--- src/rtl/akf_pkg.sv ---
// ----------------------------------------------------------------------------
// akf_pkg
// Shared types, widths and constants of the angle Kalman filter.
// ----------------------------------------------------------------------------
package akf_pkg;

  // Q8.24 number format
  localparam int FRAC    = 24;
  localparam int ST_W    = 32;   // covariance entries
  localparam int ANG_W   = 27;   // angle state / output
  localparam int BIAS_W  = 25;   // bias state / output
  localparam int X_W     = 38;   // working angle before wrap
  localparam int MA_W    = 34;   // multiplier operand A
  localparam int MB_W    = 33;   // multiplier operand B
  localparam int PR_W    = MA_W + MB_W;
  localparam int RND_W   = PR_W - FRAC;
  localparam int SAT_W   = 44;
  localparam int INNOV_W = 29;
  localparam int S_W     = 33;
  localparam int DIV_NW  = 57;   // dividend bits, one quotient bit per cycle
  localparam int DIV_DW  = 33;
  localparam int ADDR_W  = 4;
  localparam int DATA_W  = 32;

  localparam logic signed [X_W-1:0]  PI_Q     = 38'sd52707179;
  localparam logic signed [X_W-1:0]  TWO_PI_Q = 38'sd105414358;
  localparam logic signed [X_W-1:0]  HALF_Q   = 38'sd8388608;
  localparam logic signed [ST_W-1:0] ONE_Q    = 32'sd16777216;

  // Multiple of 2pi for the angle wrap: reciprocal multiply, estimate is the
  // true count or one less, never more; |dividend| < 2^33 gives count < 128
  localparam int WRAP_SH = 58;
  localparam int WRAP_QW = 7;
  localparam logic signed [MB_W-1:0] WRAP_RECIP =
    MB_W'((64'd1 << WRAP_SH) / 64'd105414358);

  // Register map (word index)
  localparam logic [1:0] REG_AQ = 2'd0;
  localparam logic [1:0] REG_BQ = 2'd1;
  localparam logic [1:0] REG_R  = 2'd2;

  localparam logic [24:0] AQ_RST = 25'd16777;
  localparam logic [24:0] BQ_RST = 25'd50332;
  localparam logic [30:0] R_RST  = 31'd8388608;

  typedef struct packed {
    logic [24:0] aq;
    logic [24:0] bq;
    logic [30:0] r;
  } akf_cfg_t;

  typedef struct packed {
    logic               busy;
    logic [DIV_NW-1:0]  quo;
  } akf_div_st_t;

  typedef enum logic [4:0] {
    S_IDLE, S_M1, S_A1, S_WCHK, S_WDIV, S_WMUL,
    S_M2, S_A2, S_M3, S_A3, S_M4, S_A4,
    S_D0, S_D0W, S_D1, S_D1W,
    S_M5, S_A5, S_M6, S_A6,
    S_M7, S_A7, S_M8, S_A8, S_M9, S_A9, S_M10, S_A10,
    S_DONE
  } akf_state_t;

  // Saturate to 32-bit signed
  function automatic logic signed [ST_W-1:0] sat32(input logic signed [SAT_W-1:0] v);
    logic signed [ST_W-1:0] r;
    if (v > 44'sd2147483647) r = 32'sh7FFF_FFFF;
    else if (v < -44'sd2147483648) r = 32'sh8000_0000;
    else r = v[ST_W-1:0];
    return r;
  endfunction

  // Signed, saturated gain from unsigned quotient
  function automatic logic signed [ST_W-1:0] qsat(input logic [DIV_NW-1:0] q,
                                                  input logic neg);
    logic signed [ST_W-1:0] r;
    if (q[DIV_NW-1:ST_W-1] != '0) r = neg ? 32'sh8000_0000 : 32'sh7FFF_FFFF;
    else r = neg ? -$signed(q[ST_W-1:0]) : $signed(q[ST_W-1:0]);
    return r;
  endfunction

endpackage

--- src/rtl/akf_mul.sv ---
// ----------------------------------------------------------------------------
// akf_mul
// Shared signed multiplier with registered product.
// ----------------------------------------------------------------------------
module akf_mul import akf_pkg::*; (
  input  logic                    clk,
  input  logic signed [MA_W-1:0]  a,
  input  logic signed [MB_W-1:0]  b,
  output logic signed [PR_W-1:0]  prod
);

  // product register, loaded every cycle
  always_ff @(posedge clk) begin
    prod <= PR_W'(a) * PR_W'(b);
  end

endmodule

--- config.mk ---
export PLATFORM = sky130hd
export DESIGN_NAME = akf_mul
export DESIGN_NICKNAME = d
export VERILOG_FILES = /design/src/rtl/akf_pkg.sv /design/src/rtl/akf_mul.sv
export SDC_FILE = /design/constraint.sdc
export NUM_CORES = 2
export LEC_CHECK = 0
export BUFFER_PORTS_ARGS = -buffer_cell sky130_fd_sc_hd__clkbuf_2
export CELL_PAD_IN_SITES_DETAIL_PLACEMENT = 0
export CELL_PAD_IN_SITES_GLOBAL_PLACEMENT = 1
export CORE_ASPECT_RATIO = 1.2
export CORE_MARGIN = 5
export CORE_UTILIZATION = 40
export DETAILED_ROUTE_END_ITERATION = 8
export PLACE_DENSITY_LB_ADDON = 0.1
export SYNTH_ARGS = -nofsm -noshare
export SYNTH_HDL_FRONTEND = slang
export SYNTH_SLANG_ARGS = --single-unit
--- constraint.sdc ---
create_clock -name clk -period 11.2 [get_ports clk]
set_clock_uncertainty 0.15 [all_clocks]
set_input_delay 0.56 -clock clk [delete_from_list [all_inputs] [get_ports clk]]
set_output_delay 0.56 -clock clk [all_outputs]
set_load 0.01 [all_outputs]
==> flow_metrics.tcl <==
set metrics [dict create \
    status "finished, final reports clean" \
    largest_reg_flops 67 \
    synth_ff_type "dfxtp_1" \
    hp-start "a[0]" \
    fin_crit_ps 9490 \
    port_buffers 134 \
    cts_max_path_buffers 2 \
    ys_types 63 \
    slew_violations 0 \
    avgSynthCellArea_um2 9.39 \
    hpwl_um 104000 \
    numClockSinks 67 \
    tritoncts "yes" \
    post_cts_resized 0 \
    nNetsFinal 5826 \
    top_regs "prod: 67 flops" \
    viasPerCell 4.90 \
    rsz0062_at_grt "no" \
    cts_buffers 9 \
    ios 135 \
    min-delay-path-class "primary input to flip-flop" \
    wl_um 123000 \
    max-slew-margin-rel_pct 30.7 \
    regMostFlops "prod" \
    chipWidth_um 303 \
    ant_nets 0 \
    post-route-period-util_pct 84.8 \
    synth_area_um2 41300 \
    crit_required_ps 11450 \
    cp_slowest_cell "fa_2" \
    crit_path_end_kind "flip-flop" \
    dieArea_um2 110000 \
    initial_core_util_pct 40.2 \
    clock-root-buffer "clkbuf_16" \
    netlist_instances 4398 \
    drive_gt1_share_pct 5.22 \
    synth_edf_count 0 \
    grt_overflow 0 \
    seq_area_frac_synth_pct 3.25 \
    setup_violations 0 \
    area_delta_synth_final_pct 5.47 \
    min_to "prod[1]" \
    drc 0 \
    clk_pin_slew_ps 80 \
    wl_per_cell_um 21.5 \
    synth.net_count 5861 \
    h-tree-depth 3 \
    postCtsHoldBufs 0 \
    cap_viol_max_count 0 \
    place.gp.congestion 0.855 \
    first_iter_violations 1150 \
    via_count 28147 \
    async_flop_share_pct 0 \
    grtUsageTotal_pct 23.7 \
    n_fill_cell 10486 \
    die_y_um 362 \
    cp_max_fo 34 \
    core-area_um2 103000 \
    critical_path_buf_inv_count 7 \
    crit_type "primary input to flip-flop" \
    drtPass1Iterations 5 \
    antenna_found_initial 4 \
    holdPathStages 3 \
    critPathTopFamily "adder cells" \
    ys_seq_elements 67 \
    tightest_slew_ps 1040 \
    grt_max_degree 35 \
    grt_pass1_wl_um 195000 \
    crit_arrival_ps 9740 \
    cts_setup_buffers 0 \
    crit_top_cell "fa_1" \
    post_dp_cell_area_um2 43200 \
    ys_warn_count 0 \
    fmax_ghz 0.105 \
    first_global_vias 32401 \
    finalSetupTns_ps 0 \
    final_hold_viol_count 0 \
    slowest_delay_ps 770 \
    start_kind "primary input" \
    final_area_um2 43600 \
    core.rowCount 129 \
]
-- tightest hold or removal path, stage by stage --
cell,delay (ps)
clkbuf_2,380
and2_1,200
ha_1,120
-- worst max-delay path by stage --
| stage | from | endpoint | slack, ps | cells after the start |
|---|---|---|---|---|
| floorplan | a[33] | prod[63] | 2980 | 24 |
| global placement | b[0] | prod[63] | 1310 | 25 |
| detailed placement | b[0] | prod[63] | 1300 | 24 |
| CTS | b[0] | prod[63] | 1770 | 24 |
| global route | b[0] | prod[63] | 1410 | 25 |
| finish | b[0] | prod[63] | 1710 | 25 |
-- area by class of cell --
| class | instances | area (um^2) | area share, % |
|---|---|---|---|
| multi-input combinational | 2933 | 34700 | 79.7 |
| sequential | 67 | 1340 | 3.08 |
| antenna | 6 | 15.0 | 0.0345 |
| clock buffer | 11 | 253 | 0.580 |
| inverter | 1166 | 4380 | 10.0 |
| tap | 1375 | 1720 | 3.95 |
| timing repair buffer | 186 | 1060 | 2.44 |
| clock inverter | 5 | 83.8 | 0.192 |
-- layer usage --
metal / vias to the layer above / wire (um) / share of wire, % / global-route usage [%]
li1: 12337 / - / - / -
met1: 15243 / 46700 / 38 / 28.0
met2: 419 / 69400 / 56 / 45.3
met3: 148 / 2930 / 2.4 / 1.81
met4: 0 / 4460 / 3.6 / 7.99
met5: - / 0 / 0 / 0
-- placed cells by master, fill, tap and decap left out, drive strengths merged, types with 3 or more instances in the layout --
master	synthesis	routed
o211ai	3	3
a31oi	11	11
a311oi	3	3
and2	551	551
nand3	9	9
nand2	578	578
nor2b	10	10
o21ai	36	36
o21bai	14	14
a21o	34	34
dfxtp	67	67
xnor2	54	54
nor4	3	3
ha	219	219
xor2	17	17
inv	1165	1166
nand2b	13	13
clkbuf	228	145
a221oi	3	3
buf	4	52
and4	4	4
nor3	11	11
a211oi	10	10
a21oi	64	64
fa	1176	1176
nor2	59	59
a41oi	4	4
diode	0	6
o21a	5	5
nand4	11	11
o31ai	4	4
and3	6	6
-- kinds of logic after synthesis --
family | Yosys count | share of synthesized area, %
buf+inv | 1398 | 12.7
fa+ha+maj | 1395 | 63.6
simple gates | 1260 | 15.2
compound gates | 204 | 3.57
xor+xnor | 71 | 1.51
flops | 67 | 3.25
mux | 3 | 0.0757
-- through the flow --
step	utilization (%)	hold slack (ps)	std cells	setup WS, ps
final	42.4	713	5749	1710
after global routing	42.3	713	5743	1410
after CTS	42.3	689	5743	1770
after detailed placement	42.0	799	5727	1300
after global placement	42.0	799	5727	1310
after floorplan	-	532	4398	2980
-- cells in the mapped netlist, types with 3 or more instances --
library cell,number,area [um^2]
dfxtp_1,67,1340
o21a_1,5,37.5
ha_1,219,2740
o21ai_1,5,25.0
buf_2,4,20.0
nor2b_1,10,62.6
fa_1,1176,23500
a31oi_1,10,62.6
nor3_1,11,55.1
nor4_1,3,18.8
nor2_1,59,221
a21o_1,34,255
xnor2_1,54,473
a211oi_1,8,60.1
and4_1,4,35.0
and3_1,6,37.5
nand3_1,8,40.0
a21oi_1,62,310
and2_1,551,3450
xor2_1,17,149
o21ai_0,30,150
nand2b_1,13,81.3
nand2_1,578,2170
clkbuf_1,228,856
o21bai_1,13,97.6
inv_1,1165,4370
nand4_1,11,68.8
Power is left out: the tool's default activity adds up to more than one toggle a clock period on the data nets, which glitch-free logic cannot reach.
