$ cat src/rtl/akf_pkg.sv
// ----------------------------------------------------------------------------
// akf_pkg
// Shared types, widths and constants of the angle Kalman filter.
// ----------------------------------------------------------------------------
package akf_pkg;

  // Q8.24 number format
  localparam int FRAC    = 24;
  localparam int ST_W    = 32;   // covariance entries
  localparam int ANG_W   = 27;   // angle state / output
  localparam int BIAS_W  = 25;   // bias state / output
  localparam int X_W     = 38;   // working angle before wrap
  localparam int MA_W    = 34;   // multiplier operand A
  localparam int MB_W    = 33;   // multiplier operand B
  localparam int PR_W    = MA_W + MB_W;
  localparam int RND_W   = PR_W - FRAC;
  localparam int SAT_W   = 44;
  localparam int INNOV_W = 29;
  localparam int S_W     = 33;
  localparam int DIV_NW  = 57;   // dividend bits, one quotient bit per cycle
  localparam int DIV_DW  = 33;
  localparam int ADDR_W  = 4;
  localparam int DATA_W  = 32;

  localparam logic signed [X_W-1:0]  PI_Q     = 38'sd52707179;
  localparam logic signed [X_W-1:0]  TWO_PI_Q = 38'sd105414358;
  localparam logic signed [X_W-1:0]  HALF_Q   = 38'sd8388608;
  localparam logic signed [ST_W-1:0] ONE_Q    = 32'sd16777216;

  // Multiple of 2pi for the angle wrap: reciprocal multiply, estimate is the
  // true count or one less, never more; |dividend| < 2^33 gives count < 128
  localparam int WRAP_SH = 58;
  localparam int WRAP_QW = 7;
  localparam logic signed [MB_W-1:0] WRAP_RECIP =
    MB_W'((64'd1 << WRAP_SH) / 64'd105414358);

  // Register map (word index)
  localparam logic [1:0] REG_AQ = 2'd0;
  localparam logic [1:0] REG_BQ = 2'd1;
  localparam logic [1:0] REG_R  = 2'd2;

  localparam logic [24:0] AQ_RST = 25'd16777;
  localparam logic [24:0] BQ_RST = 25'd50332;
  localparam logic [30:0] R_RST  = 31'd8388608;

  typedef struct packed {
    logic [24:0] aq;
    logic [24:0] bq;
    logic [30:0] r;
  } akf_cfg_t;

  typedef struct packed {
    logic               busy;
    logic [DIV_NW-1:0]  quo;
  } akf_div_st_t;

  typedef enum logic [4:0] {
    S_IDLE, S_M1, S_A1, S_WCHK, S_WDIV, S_WMUL,
    S_M2, S_A2, S_M3, S_A3, S_M4, S_A4,
    S_D0, S_D0W, S_D1, S_D1W,
    S_M5, S_A5, S_M6, S_A6,
    S_M7, S_A7, S_M8, S_A8, S_M9, S_A9, S_M10, S_A10,
    S_DONE
  } akf_state_t;

  // Saturate to 32-bit signed
  function automatic logic signed [ST_W-1:0] sat32(input logic signed [SAT_W-1:0] v);
    logic signed [ST_W-1:0] r;
    if (v > 44'sd2147483647) r = 32'sh7FFF_FFFF;
    else if (v < -44'sd2147483648) r = 32'sh8000_0000;
    else r = v[ST_W-1:0];
    return r;
  endfunction

  // Signed, saturated gain from unsigned quotient
  function automatic logic signed [ST_W-1:0] qsat(input logic [DIV_NW-1:0] q,
                                                  input logic neg);
    logic signed [ST_W-1:0] r;
    if (q[DIV_NW-1:ST_W-1] != '0) r = neg ? 32'sh8000_0000 : 32'sh7FFF_FFFF;
    else r = neg ? -$signed(q[ST_W-1:0]) : $signed(q[ST_W-1:0]);
    return r;
  endfunction

endpackage

$ cat src/rtl/akf_regs.sv
// ----------------------------------------------------------------------------
// akf_regs
// APB configuration registers: process and measurement noise.
// ----------------------------------------------------------------------------
module akf_regs import akf_pkg::*; (
  input  logic              clk,
  input  logic              rst,
  input  logic              psel,
  input  logic              penable,
  input  logic              pwrite,
  input  logic [ADDR_W-1:0] paddr,
  input  logic [DATA_W-1:0] pwdata,
  output logic [DATA_W-1:0] prdata,
  output logic              pready,
  output akf_cfg_t          cfg
);

  logic       wr_en;
  logic [1:0] idx;

  assign pready = 1'b1;
  assign wr_en  = psel & penable & pwrite;
  assign idx    = paddr[3:2];

  // register write
  always_ff @(posedge clk) begin
    if (rst) begin
      cfg.aq <= AQ_RST;
      cfg.bq <= BQ_RST;
      cfg.r  <= R_RST;
    end else if (wr_en) begin
      case (idx)
        REG_AQ:  cfg.aq <= pwdata[24:0];
        REG_BQ:  cfg.bq <= pwdata[24:0];
        REG_R:   cfg.r  <= pwdata[30:0];
        default: ;
      endcase
    end
  end

  // read mux
  always_comb begin
    case (idx)
      REG_AQ:  prdata = DATA_W'(cfg.aq);
      REG_BQ:  prdata = DATA_W'(cfg.bq);
      REG_R:   prdata = DATA_W'(cfg.r);
      default: prdata = '0;
    endcase
  end

endmodule

$ cat config.mk
export PLATFORM = sky130hd
export DESIGN_NAME = akf_regs
export DESIGN_NICKNAME = d
export VERILOG_FILES = /design/src/rtl/akf_pkg.sv /design/src/rtl/akf_regs.sv
export SDC_FILE = /design/constraint.sdc
export NUM_CORES = 1
export LEC_CHECK = 0
export BUFFER_PORTS_ARGS = -buffer_cell sky130_fd_sc_hd__buf_2
export CORE_MARGIN = 5
export CORE_UTILIZATION = 40
export CTS_BUF_LIST = sky130_fd_sc_hd__clkbuf_4 sky130_fd_sc_hd__clkbuf_8
export DETAILED_ROUTE_END_ITERATION = 16
export PLACE_DENSITY = 0.73
export SYNTH_ARGS = -nofsm -noshare
export SYNTH_HDL_FRONTEND = slang
export SYNTH_SLANG_ARGS = --single-unit
$ cat constraint.sdc
create_clock -name clk -period 1.26 [get_ports clk]
set_input_delay 0.063 -clock clk [delete_from_list [all_inputs] [get_ports clk]]
set_output_delay 0.063 -clock clk [all_outputs]
set_load 0.05 [all_outputs]
==> results.md <==
- Hold Path Sink: cfg[5]
- Starting Density: 40.6%
- Max cap viols: 0
- Synth area leader: dfxtp_1
- Register clock-pin slew on the reported worst setup and hold paths: 80 ps
- Post-route cell area: 5690 sq um
- CP endpoint kind: primary output
- Final Max Slew Viols: 0
- Status: completed
- Post-DP HPWL: 7.90 mm
- Fmax: 820 MHz
- Seq/Total Area, Yosys: 41.3%
- Drt via density: 4.82
- Power Density: 941 nW/um^2
- Crit-path max FO: 3
- CP Class: register to primary output
- Placed insts: 679
- First-pass GRT wire length: 17.4 mm
- Worst R2R Setup Slack: 610 ps
- Final min period: 1220 ps
- CTS tree: built
- Post-CTS Setup Inserts: 0
- Switching power: 1.47 mW
- P&R area growth vs syn: 44.8%
- Io pins: 155
- Peak supply drop: 0.521 mV
- Initial antenna violation count: 0
- GP Congestion: 0.783
- Clock Latency Late Sink: 340 ps
- Maximum buffer depth of the clock tree: 2
- Adder-cell area share of the yosys netlist: 0%
- DP Area: 5110 sq um
- GR Util met3: 3.73%
- Critical path buffers and inverters: 1
- Number of diodes: 0
- Critical Path Start Type: register
- Crit-path cells: mux2i_2, o21ai_4, buf_6
- Synth Net Count: 448
- CTS HTree Levels: 3
- Slowest CP cell: dfxtp_1
- YS warnings: 0
- All-Layer GR Usage: 18.7%
- Max reg flops: 81
- Setup TNS: 0 ps
- Reg power frac: 49.0%
- Largest cells by area after synthesis: dfxtp_1, mux2i_1, nand2b_1
- Final cell count without fillers: 710
- Worst Reg-to-Reg Cells: 2
- Root Driver: clkbuf_8
- Die area: 11900 sq um
- Clk_skew: 0 ps
- DIE HEIGHT: 109 um
- DRT Wirelength: 11.2 mm
- Mean Syn Cell Area: 9.65 sq um
- Yosys top cell area share: 41.3%
- CP Data Required Time: 1200 ps
- Mapped cell area: 3930 sq um
- Total CTS buffers: 9
- Reg-to-reg endpoint: cfg[17]
- Met2 Usage GRT: 29.3%
- Post-Synth XOR/XNOR Area: 0%
- CP arrival: 1160 ps
- Final ANT Viol Nets: 0
- CTS sink count: 81
- HP Start: pwdata[5]
- Worst reg2reg startpoint: cfg[17]
- Top flop regs: cfg: 81 flops
- Biggest register: cfg
- Cell count after synthesis: 407
- Largest net degree at the start of global routing: 71
- WL per Instance: 15.8 um
- Vias in the first global route: 3438
- Total congestion overflow: 0
- Worst Hold Class: primary input to register
- 1st-pass router iterations: 4
- Initial DRC Count: 123
- DRC viols: 0
- Layer with the highest usage: met2
- Die X-Extent: 109 um
- Row count: 36
- Final core occ: 58.7%
- Post-route clock period utilization: 96.7%
- Hold path depth: 3
- P_int: 3.88 mW
- Fin nets: 614
- Setup violators final: 0
- Core Region: 9680 sq um
- Netlist cell types: 20
- GRT met1 Usage: 24.8%
- Via Count: 3422
- Final hold vios: 0
- # fillers: 838
- LEAKAGE: 2.64 nW
- Comb power frac: 16.5%
- Share of cells above drive strength 1: 42.3%
- Clk pwr share: 34.5%
- Switch share: 27.5%
- Mux cell area share after synthesis: 27.0%
- Synth Register Bits: 81
- Largest family of logic cells by synthesized area: multiplexers
- Crit path largest cell delay: 390 ps
- Synth Area in Compound Gates: 3.19%
- Crit-path leading delay family: flip-flops
- Buffers on Ports: 149
- Simple-Gate Fraction of Synth Area: 23.6%
-- worst max path at each step --
stage	startpoint	endpoint	slack, ps	cells past startpoint
floorplan	cfg[1]	prdata[1]	-70	2
finish	cfg[80]	prdata[24]	40	3
CTS	cfg[10]	prdata[10]	-10	3
detailed placement	paddr[2]	prdata[10]	30	6
global placement	paddr[2]	prdata[22]	20	6
global route	cfg[6]	prdata[6]	-20	3
-- Yosys cell counts --
cell,number
nand2_1,25
nor2_1,23
and2_1,6
nor2b_1,1
o21ai_0,25
nor3b_4,1
buf_4,6
mux2i_1,106
conb_1,2
or3_1,1
nor3b_2,1
clkbuf_1,13
and2b_1,1
buf_6,5
buf_2,7
nand2b_1,99
nor3_4,1
dfxtp_1,81
nand4_1,2
nand3_2,1
-- per-stage QoR --
stage	hold WS [ps]	power [mW]	setup WS [ps]
floorplan	218	3.25	-67.3
global placement	332	3.46	20.7
CTS	3.10	5.40	-10.7
detailed placement	339	3.48	28.9
finish	22.3	5.35	41.1
global route	28.8	5.59	-18.8
-- power groups by stage --
stage / registers (mW) / logic, mW / clock network (mW)
2_1_floorplan: 2.79 / 0.459 / 0
3_3_place_gp: 2.68 / 0.787 / 0
3_5_place_dp: 2.68 / 0.798 / 0
4_1_cts: 2.62 / 0.864 / 1.92
5_1_grt: 2.63 / 0.939 / 2.02
6_report: 2.62 / 0.883 / 1.85
-- area by class of cell --
class	count	area, sq um	area share (%)
clock buffers	11	139	2.44
clock inverters	4	45.0	0.792
well taps	133	166	2.93
flip-flops and latches	81	1640	28.9
multi-input cells	295	2420	42.6
repair buffers	186	1270	22.4
-- placed cells by master, fill, tap and decap left out, types with 9 or more instances in the layout --
cell / n
o21ai_4: 19
clkbuf_8: 9
nand2_1: 25
buf_2: 124
dfxtp_1: 65
dlygate4sd3_1: 16
mux2i_1: 93
nor2_1: 23
nand2b_1: 99
buf_6: 22
mux2i_2: 12
dfxtp_2: 16
buf_4: 19
-- layer usage --
layer  vias to the layer above  routed length (um)
li1                       1689                   -
met1                      1608                5020
met2                       112                5210
met3                        13                 772
met4                         0                 199
met5                         -                   0
-- tightest hold or removal path: cells and delay by family --
kind	cells	cell delay (ps)
AND/OR/NAND/NOR	1	100
buffers and inverters	1	90
multiplexers	1	70
-- repair_timing --
item                                    in CTS  in global routing
endpoints found under the setup margin      24                 24
pin swaps                                    0                  0
endpoints found under the hold margin       25                  0
resized for setup                           37                 42
hold buffers                                16                  0
-- logic make-up after synthesis --
kind of cell	count (synthesis)
compound gates	25
buf+inv	31
flops	81
mux	106
other cells	2
simple gates	162
No activity file was read; power rests on OpenSTA's default activity.
