==> src/rtl/akf_pkg.sv <==
// ----------------------------------------------------------------------------
// akf_pkg
// Shared types, widths and constants of the angle Kalman filter.
// ----------------------------------------------------------------------------
package akf_pkg;

  // Q8.24 number format
  localparam int FRAC    = 24;
  localparam int ST_W    = 32;   // covariance entries
  localparam int ANG_W   = 27;   // angle state / output
  localparam int BIAS_W  = 25;   // bias state / output
  localparam int X_W     = 38;   // working angle before wrap
  localparam int MA_W    = 34;   // multiplier operand A
  localparam int MB_W    = 33;   // multiplier operand B
  localparam int PR_W    = MA_W + MB_W;
  localparam int RND_W   = PR_W - FRAC;
  localparam int SAT_W   = 44;
  localparam int INNOV_W = 29;
  localparam int S_W     = 33;
  localparam int DIV_NW  = 57;   // dividend bits, one quotient bit per cycle
  localparam int DIV_DW  = 33;
  localparam int ADDR_W  = 4;
  localparam int DATA_W  = 32;

  localparam logic signed [X_W-1:0]  PI_Q     = 38'sd52707179;
  localparam logic signed [X_W-1:0]  TWO_PI_Q = 38'sd105414358;
  localparam logic signed [X_W-1:0]  HALF_Q   = 38'sd8388608;
  localparam logic signed [ST_W-1:0] ONE_Q    = 32'sd16777216;

  // Multiple of 2pi for the angle wrap: reciprocal multiply, estimate is the
  // true count or one less, never more; |dividend| < 2^33 gives count < 128
  localparam int WRAP_SH = 58;
  localparam int WRAP_QW = 7;
  localparam logic signed [MB_W-1:0] WRAP_RECIP =
    MB_W'((64'd1 << WRAP_SH) / 64'd105414358);

  // Register map (word index)
  localparam logic [1:0] REG_AQ = 2'd0;
  localparam logic [1:0] REG_BQ = 2'd1;
  localparam logic [1:0] REG_R  = 2'd2;

  localparam logic [24:0] AQ_RST = 25'd16777;
  localparam logic [24:0] BQ_RST = 25'd50332;
  localparam logic [30:0] R_RST  = 31'd8388608;

  typedef struct packed {
    logic [24:0] aq;
    logic [24:0] bq;
    logic [30:0] r;
  } akf_cfg_t;

  typedef struct packed {
    logic               busy;
    logic [DIV_NW-1:0]  quo;
  } akf_div_st_t;

  typedef enum logic [4:0] {
    S_IDLE, S_M1, S_A1, S_WCHK, S_WDIV, S_WMUL,
    S_M2, S_A2, S_M3, S_A3, S_M4, S_A4,
    S_D0, S_D0W, S_D1, S_D1W,
    S_M5, S_A5, S_M6, S_A6,
    S_M7, S_A7, S_M8, S_A8, S_M9, S_A9, S_M10, S_A10,
    S_DONE
  } akf_state_t;

  // Saturate to 32-bit signed
  function automatic logic signed [ST_W-1:0] sat32(input logic signed [SAT_W-1:0] v);
    logic signed [ST_W-1:0] r;
    if (v > 44'sd2147483647) r = 32'sh7FFF_FFFF;
    else if (v < -44'sd2147483648) r = 32'sh8000_0000;
    else r = v[ST_W-1:0];
    return r;
  endfunction

  // Signed, saturated gain from unsigned quotient
  function automatic logic signed [ST_W-1:0] qsat(input logic [DIV_NW-1:0] q,
                                                  input logic neg);
    logic signed [ST_W-1:0] r;
    if (q[DIV_NW-1:ST_W-1] != '0) r = neg ? 32'sh8000_0000 : 32'sh7FFF_FFFF;
    else r = neg ? -$signed(q[ST_W-1:0]) : $signed(q[ST_W-1:0]);
    return r;
  endfunction

endpackage

==> src/rtl/akf_div.sv <==
// ----------------------------------------------------------------------------
// akf_div
// Shared restoring divider, unsigned, one quotient bit per cycle.
// ----------------------------------------------------------------------------
module akf_div import akf_pkg::*; (
  input  logic               clk,
  input  logic               rst,
  input  logic               start,
  input  logic [DIV_NW-1:0]  numer,
  input  logic [DIV_DW-1:0]  denom,
  output akf_div_st_t        st
);

  localparam int CNT_W = $clog2(DIV_NW + 1);

  logic [CNT_W-1:0]  cnt;
  logic              busy;
  logic [DIV_NW-1:0] quo;
  logic [DIV_DW-1:0] rem;
  logic [DIV_DW-1:0] den;
  logic [DIV_DW:0]   rem_sh;
  logic              ge;

  // one shift / compare / subtract step
  assign rem_sh = {rem, quo[DIV_NW-1]};
  assign ge     = rem_sh >= {1'b0, den};

  always_ff @(posedge clk) begin
    if (rst) begin
      busy <= 1'b0;
      cnt  <= '0;
    end else if (start) begin
      busy <= 1'b1;
      cnt  <= CNT_W'(DIV_NW);
    end else if (busy) begin
      cnt  <= cnt - 1'b1;
      busy <= (cnt != CNT_W'(1));
    end
  end

  // datapath: dividend shifts out as quotient shifts in
  always_ff @(posedge clk) begin
    if (start) begin
      quo <= numer;
      rem <= '0;
      den <= denom;
    end else if (busy) begin
      quo <= {quo[DIV_NW-2:0], ge};
      rem <= ge ? DIV_DW'(rem_sh - {1'b0, den}) : rem_sh[DIV_DW-1:0];
    end
  end

  assign st.busy = busy;
  assign st.quo  = quo;

endmodule

==> config.mk <==
export PLATFORM = sky130hd
export DESIGN_NAME = akf_div
export DESIGN_NICKNAME = d
export VERILOG_FILES = /design/src/rtl/akf_pkg.sv /design/src/rtl/akf_div.sv
export SDC_FILE = /design/constraint.sdc
export NUM_CORES = 1
export LEC_CHECK = 0
export ABC_CLOCK_PERIOD_IN_PS = 4200
export BUFFER_PORTS_ARGS = -buffer_cell sky130_fd_sc_hd__buf_2
export CAP_MARGIN = 20
export CORE_MARGIN = 2
export CORE_UTILIZATION = 45
export CTS_CLUSTER_DIAMETER = 200
export DETAILED_ROUTE_END_ITERATION = 16
export GPL_ROUTABILITY_DRIVEN = 1
export HOLD_SLACK_MARGIN = 0.02
export PLACE_DENSITY = 0.78
export SLEW_MARGIN = 30
export SYNTH_ARGS = -nofsm -noshare
export SYNTH_HDL_FRONTEND = slang
export SYNTH_SLANG_ARGS = --single-unit
==> constraint.sdc <==
create_clock -name clk -period 4.2 [get_ports clk]
set_input_delay 1.05 -clock clk [delete_from_list [all_inputs] [get_ports clk]]
set_output_delay 1.05 -clock clk [all_outputs]
set_load 0.02 [all_outputs]
==> run_results.csv <==
group,metric,value,unit
floorplan,dieArea,0.0182,sq mm
drt,dr_total_vias,6246,
placement,place.gp.congestion,0.915,
logic_synthesis,synth_top_area_cell,"edfxtp_1",
floorplan,core,0.0166,sq mm
timing,min_period,3690,ps
placement,io_buffers,150,
grt,grt_usage,21.6,%
grt,grtUsageMet1,27.9,%
timing,setup_viol,0,
floorplan,initial_utilization,46.3,%
drt,wl_per_cell,17.5,um
critical_path,cpMostUsedCell,"inv_1",
logic_synthesis,synthTopCellsByArea,"edfxtp_1 (35%), dfxtp_1 (10%), mux2_2 (8.3%), ha_1 (5.7%), nor2_1 (3.0%)",
logic_synthesis,ys_warn_count,0,
final_layout,fin_nets,993,
critical_path,crit_type,"flip-flop to flip-flop",
logic_synthesis,synth-edff-count,90,
drt,remaining_drc_errors,0,
clock_tree,cts.hold.buffers_added,0,
clock_tree,cts_tree,"yes",
pwr,p_comb_share,22.5,%
timing,fin_crit_sh,87.9,%
timing,finalClockSkew,12.2,ps
run_status,status,"finished, final reports clean",
clock_tree,postCtsSetupRepairBufs,0,
drt,drtPass1Iterations,5,
timing,timing.hold.ws,503,ps
timing,drv_slew,0,
final_layout,area_growth,17.8,%
grt,grt_pass1_wl,30800,um
logic_synthesis,synthesis.nets,855,
pwr,vdd.ir_drop.worst,303,uV
grt,grtUsageMet3,6.98,%
worst_hold_path,worstHoldPathCells,2,
worst_hold_path,hold_start,"cnt[1]",
critical_path,start_kind,"flip-flop",
drt,ant_nets,0,
clock_tree,clk_latency,420,ps
floorplan,io_pins,151,
logic_synthesis,synth_area,0.00770,sq mm
critical_path,crit_chain,"inv_1, ha_1, inv_1, fa_1, a21o_2, a221oi_2, o21a_4, a21oi_4, o21ai_4, a211o_1, nand2_1, mux2_2",
timing,setup_slack,509,ps
floorplan,dieWidth,135,um
timing,final_hold_viol_count,0,
final_layout,drive_above_1_share,31.7,%
timing,tightest_slew,748,ps
floorplan,rows,47,
critical_path,critPathMaxStageDelay,420,ps
timing,finalSetupTns,0,ps
drt,wl,19200,um
critical_path,rr_endpoint,"quo[0]",
pwr,power_density,430,mW/mm^2
logic_synthesis,yosysTopAreaCellShare,35.1,%
clock_tree,cts_buffer_depth,2,
critical_path,crit_required,4370,ps
critical_path,timing.rr.start,"quo[56]",
pwr,p_seq_share,40.4,%
clock_tree,clk_pin_slew,70,ps
critical_path,worstPathArrival,3860,ps
logic_synthesis,async_flop_share,0,%
grt,antenna_found_initial,1,
grt,grt_pass1_vias,6126,
timing,max_freq,0.271,GHz
pwr,p_switching,1.25,mW
timing,rsz0062_at_grt,"false",
clock_tree,htree_num_levels,4,
pwr,power,3.91,mW
pwr,clkPwrFrac,37.1,%
placement,place_ws,538,ps
grt,grt_use_met2,34.7,%
critical_path,cp_slowest_cell,"a211o_1",
worst_hold_path,min-delay-path-class,"flip-flop to flip-flop",
critical_path,critical_path.max_fanout,11,
clock_tree,cts_buffers,17,
grt,busiest_layer,"met2",
drt,drtIter0Drc,567,
run,max_cap_viol_count,0,
final_layout,antennaDiodeCount,0,
critical_path,cp-end-kind,"flip-flop",
critical_path,rrSetupSlack,510,ps
placement,hpwl,13700,um
clock_tree,post_cts_resized,0,
worst_hold_path,whs_endpoint,"cnt[1]",
timing,relSlewSlack,48.8,%
logic_synthesis,ys_ff_latch,130,
drt,via_per_inst,5.69,
final_layout,nFillCells,1452,
logic_synthesis,seq_area_frac_synth,45.5,%
logic_synthesis,ys_types,77,
critical_path,rr_worst_depth,12,
clock_tree,ctsRootBufferMaster,"clkbuf_16",
pwr,internal_power,2.65,mW
clock_tree,cts.sinks,130,
logic_synthesis,avgSynthCellArea,10.6,sq um
grt,grt-ovfl-total,0,
logic_synthesis,synthCells,726,
grt,grt_max_degree,73,
pwr,switching_share,32.1,%
floorplan,fp.dieH,135,um
pwr,power_leakage,3.77,nW
logic_synthesis,synth_ff_type,"edfxtp_1",
-- metal layers --
metal / part of all wire [%] / up-vias / wire length [um]
met5: 0.057 / - / 11
met1: 43 / 2927 / 8300
met4: 1.0 / 2 / 196
met3: 9.2 / 22 / 1770
li1: - / 3021 / -
met2: 47 / 274 / 8960
-- cell usage after synthesis, types with 6 or more instances --
cell type / count
o211ai_1: 7
xor2_1: 11
mux2_2: 57
dfxtp_1: 40
edfxtp_1: 90
nand4_1: 10
ha_1: 35
o21ai_1: 16
a311oi_1: 17
nor2_1: 62
o21ai_0: 26
o21a_1: 7
o21bai_1: 7
buf_6: 7
a211oi_1: 10
nand2_1: 36
xnor2_1: 15
inv_1: 51
a31oi_1: 8
clkbuf_1: 16
a21o_1: 11
nand2b_1: 6
nor3_1: 8
a21oi_1: 43
nand3_1: 24
clkbuf_8: 9
-- registers in the layout, indices dropped and copies added (netlist names) --
signal,flops
rem,33
busy,1
cnt,6
den,33
quo,57
-- critical path, delay by kind of cell (launching register included) --
kind | cells | cell delay [ps]
flops | 1 | 370
mux | 1 | 380
simple gates | 1 | 330
fa+ha+maj | 2 | 570
buf+inv | 2 | 140
compound gates | 6 | 1650
-- metrics by stage --
| stage | instance area (sq um) | utilization, % | std cells |
|---|---|---|---|
| floorplan | 7700 | - | 726 |
| global placement | 8480 | 51.0 | 1064 |
| detailed placement | 8490 | 51.0 | 1065 |
| CTS | 9070 | 54.5 | 1097 |
| global route | 9070 | 54.5 | 1097 |
| finish | 9070 | 54.5 | 1097 |
-- cell families (layout without fill, tap and decap cells) --
kind of cell,count (synthesis),in the layout,share of synthesized area (%)
xor gates and xnor gates,26,26,2.96
and+or+nand+nor,182,182,11.5
buffers and inverters,90,241,6.51
muxes,57,57,8.33
AOI/OAI and AO/OA,205,205,19.3
adders and majority gates,36,36,5.94
DFF,130,130,45.5
-- worst max path at each step --
stage	depth (start not counted)	end	startpoint	slack, ps
4_1_cts	12	quo[0]	quo[56]	520
3_3_place_gp	12	quo[0]	quo[56]	630
3_5_place_dp	12	quo[0]	quo[56]	540
6_report	12	quo[0]	quo[56]	510
5_1_grt	12	quo[0]	quo[56]	350
2_1_floorplan	13	quo[0]	quo[56]	960
-- power groups by stage --
| stage | clock network (mW) | logic (mW) | registers, mW |
|---|---|---|---|
| finish | 1.45 | 0.880 | 1.58 |
| global route | 1.53 | 0.963 | 1.59 |
| floorplan | 0 | 0.576 | 1.66 |
| CTS | 1.48 | 0.872 | 1.58 |
| global placement | 0 | 0.855 | 1.60 |
| detailed placement | 0 | 0.868 | 1.60 |
-- layout by cell type (no fill, tap or decap), types with 7 or more instances in the layout --
cell type	instances
nand2_1	36
a21oi_1	43
o21ai_1	16
inv_1	50
xor2_1	11
a21o_1	11
o21bai_1	7
nor2_1	61
a311oi_1	17
a31oi_1	8
edfxtp_1	90
a211oi_1	10
o21ai_0	26
nor3_1	8
ha_1	35
buf_2	149
dfxtp_1	40
nand3_1	24
clkbuf_16	17
o211ai_1	7
xnor2_1	15
nand4_1	10
o21a_1	7
mux2_2	57
-- area by class of cell --
cell class	instances	area (sq um)	area share, %
Multi-Input combinational cell	506	3700	40.8
Sequential cell	130	3500	38.6
Timing Repair Buffer	157	822	9.06
Clock buffer	17	425	4.69
Tap cell	220	275	3.03
Inverter	52	195	2.15
Clock inverter	15	153	1.68
Power figures use the tool's default switching activity.
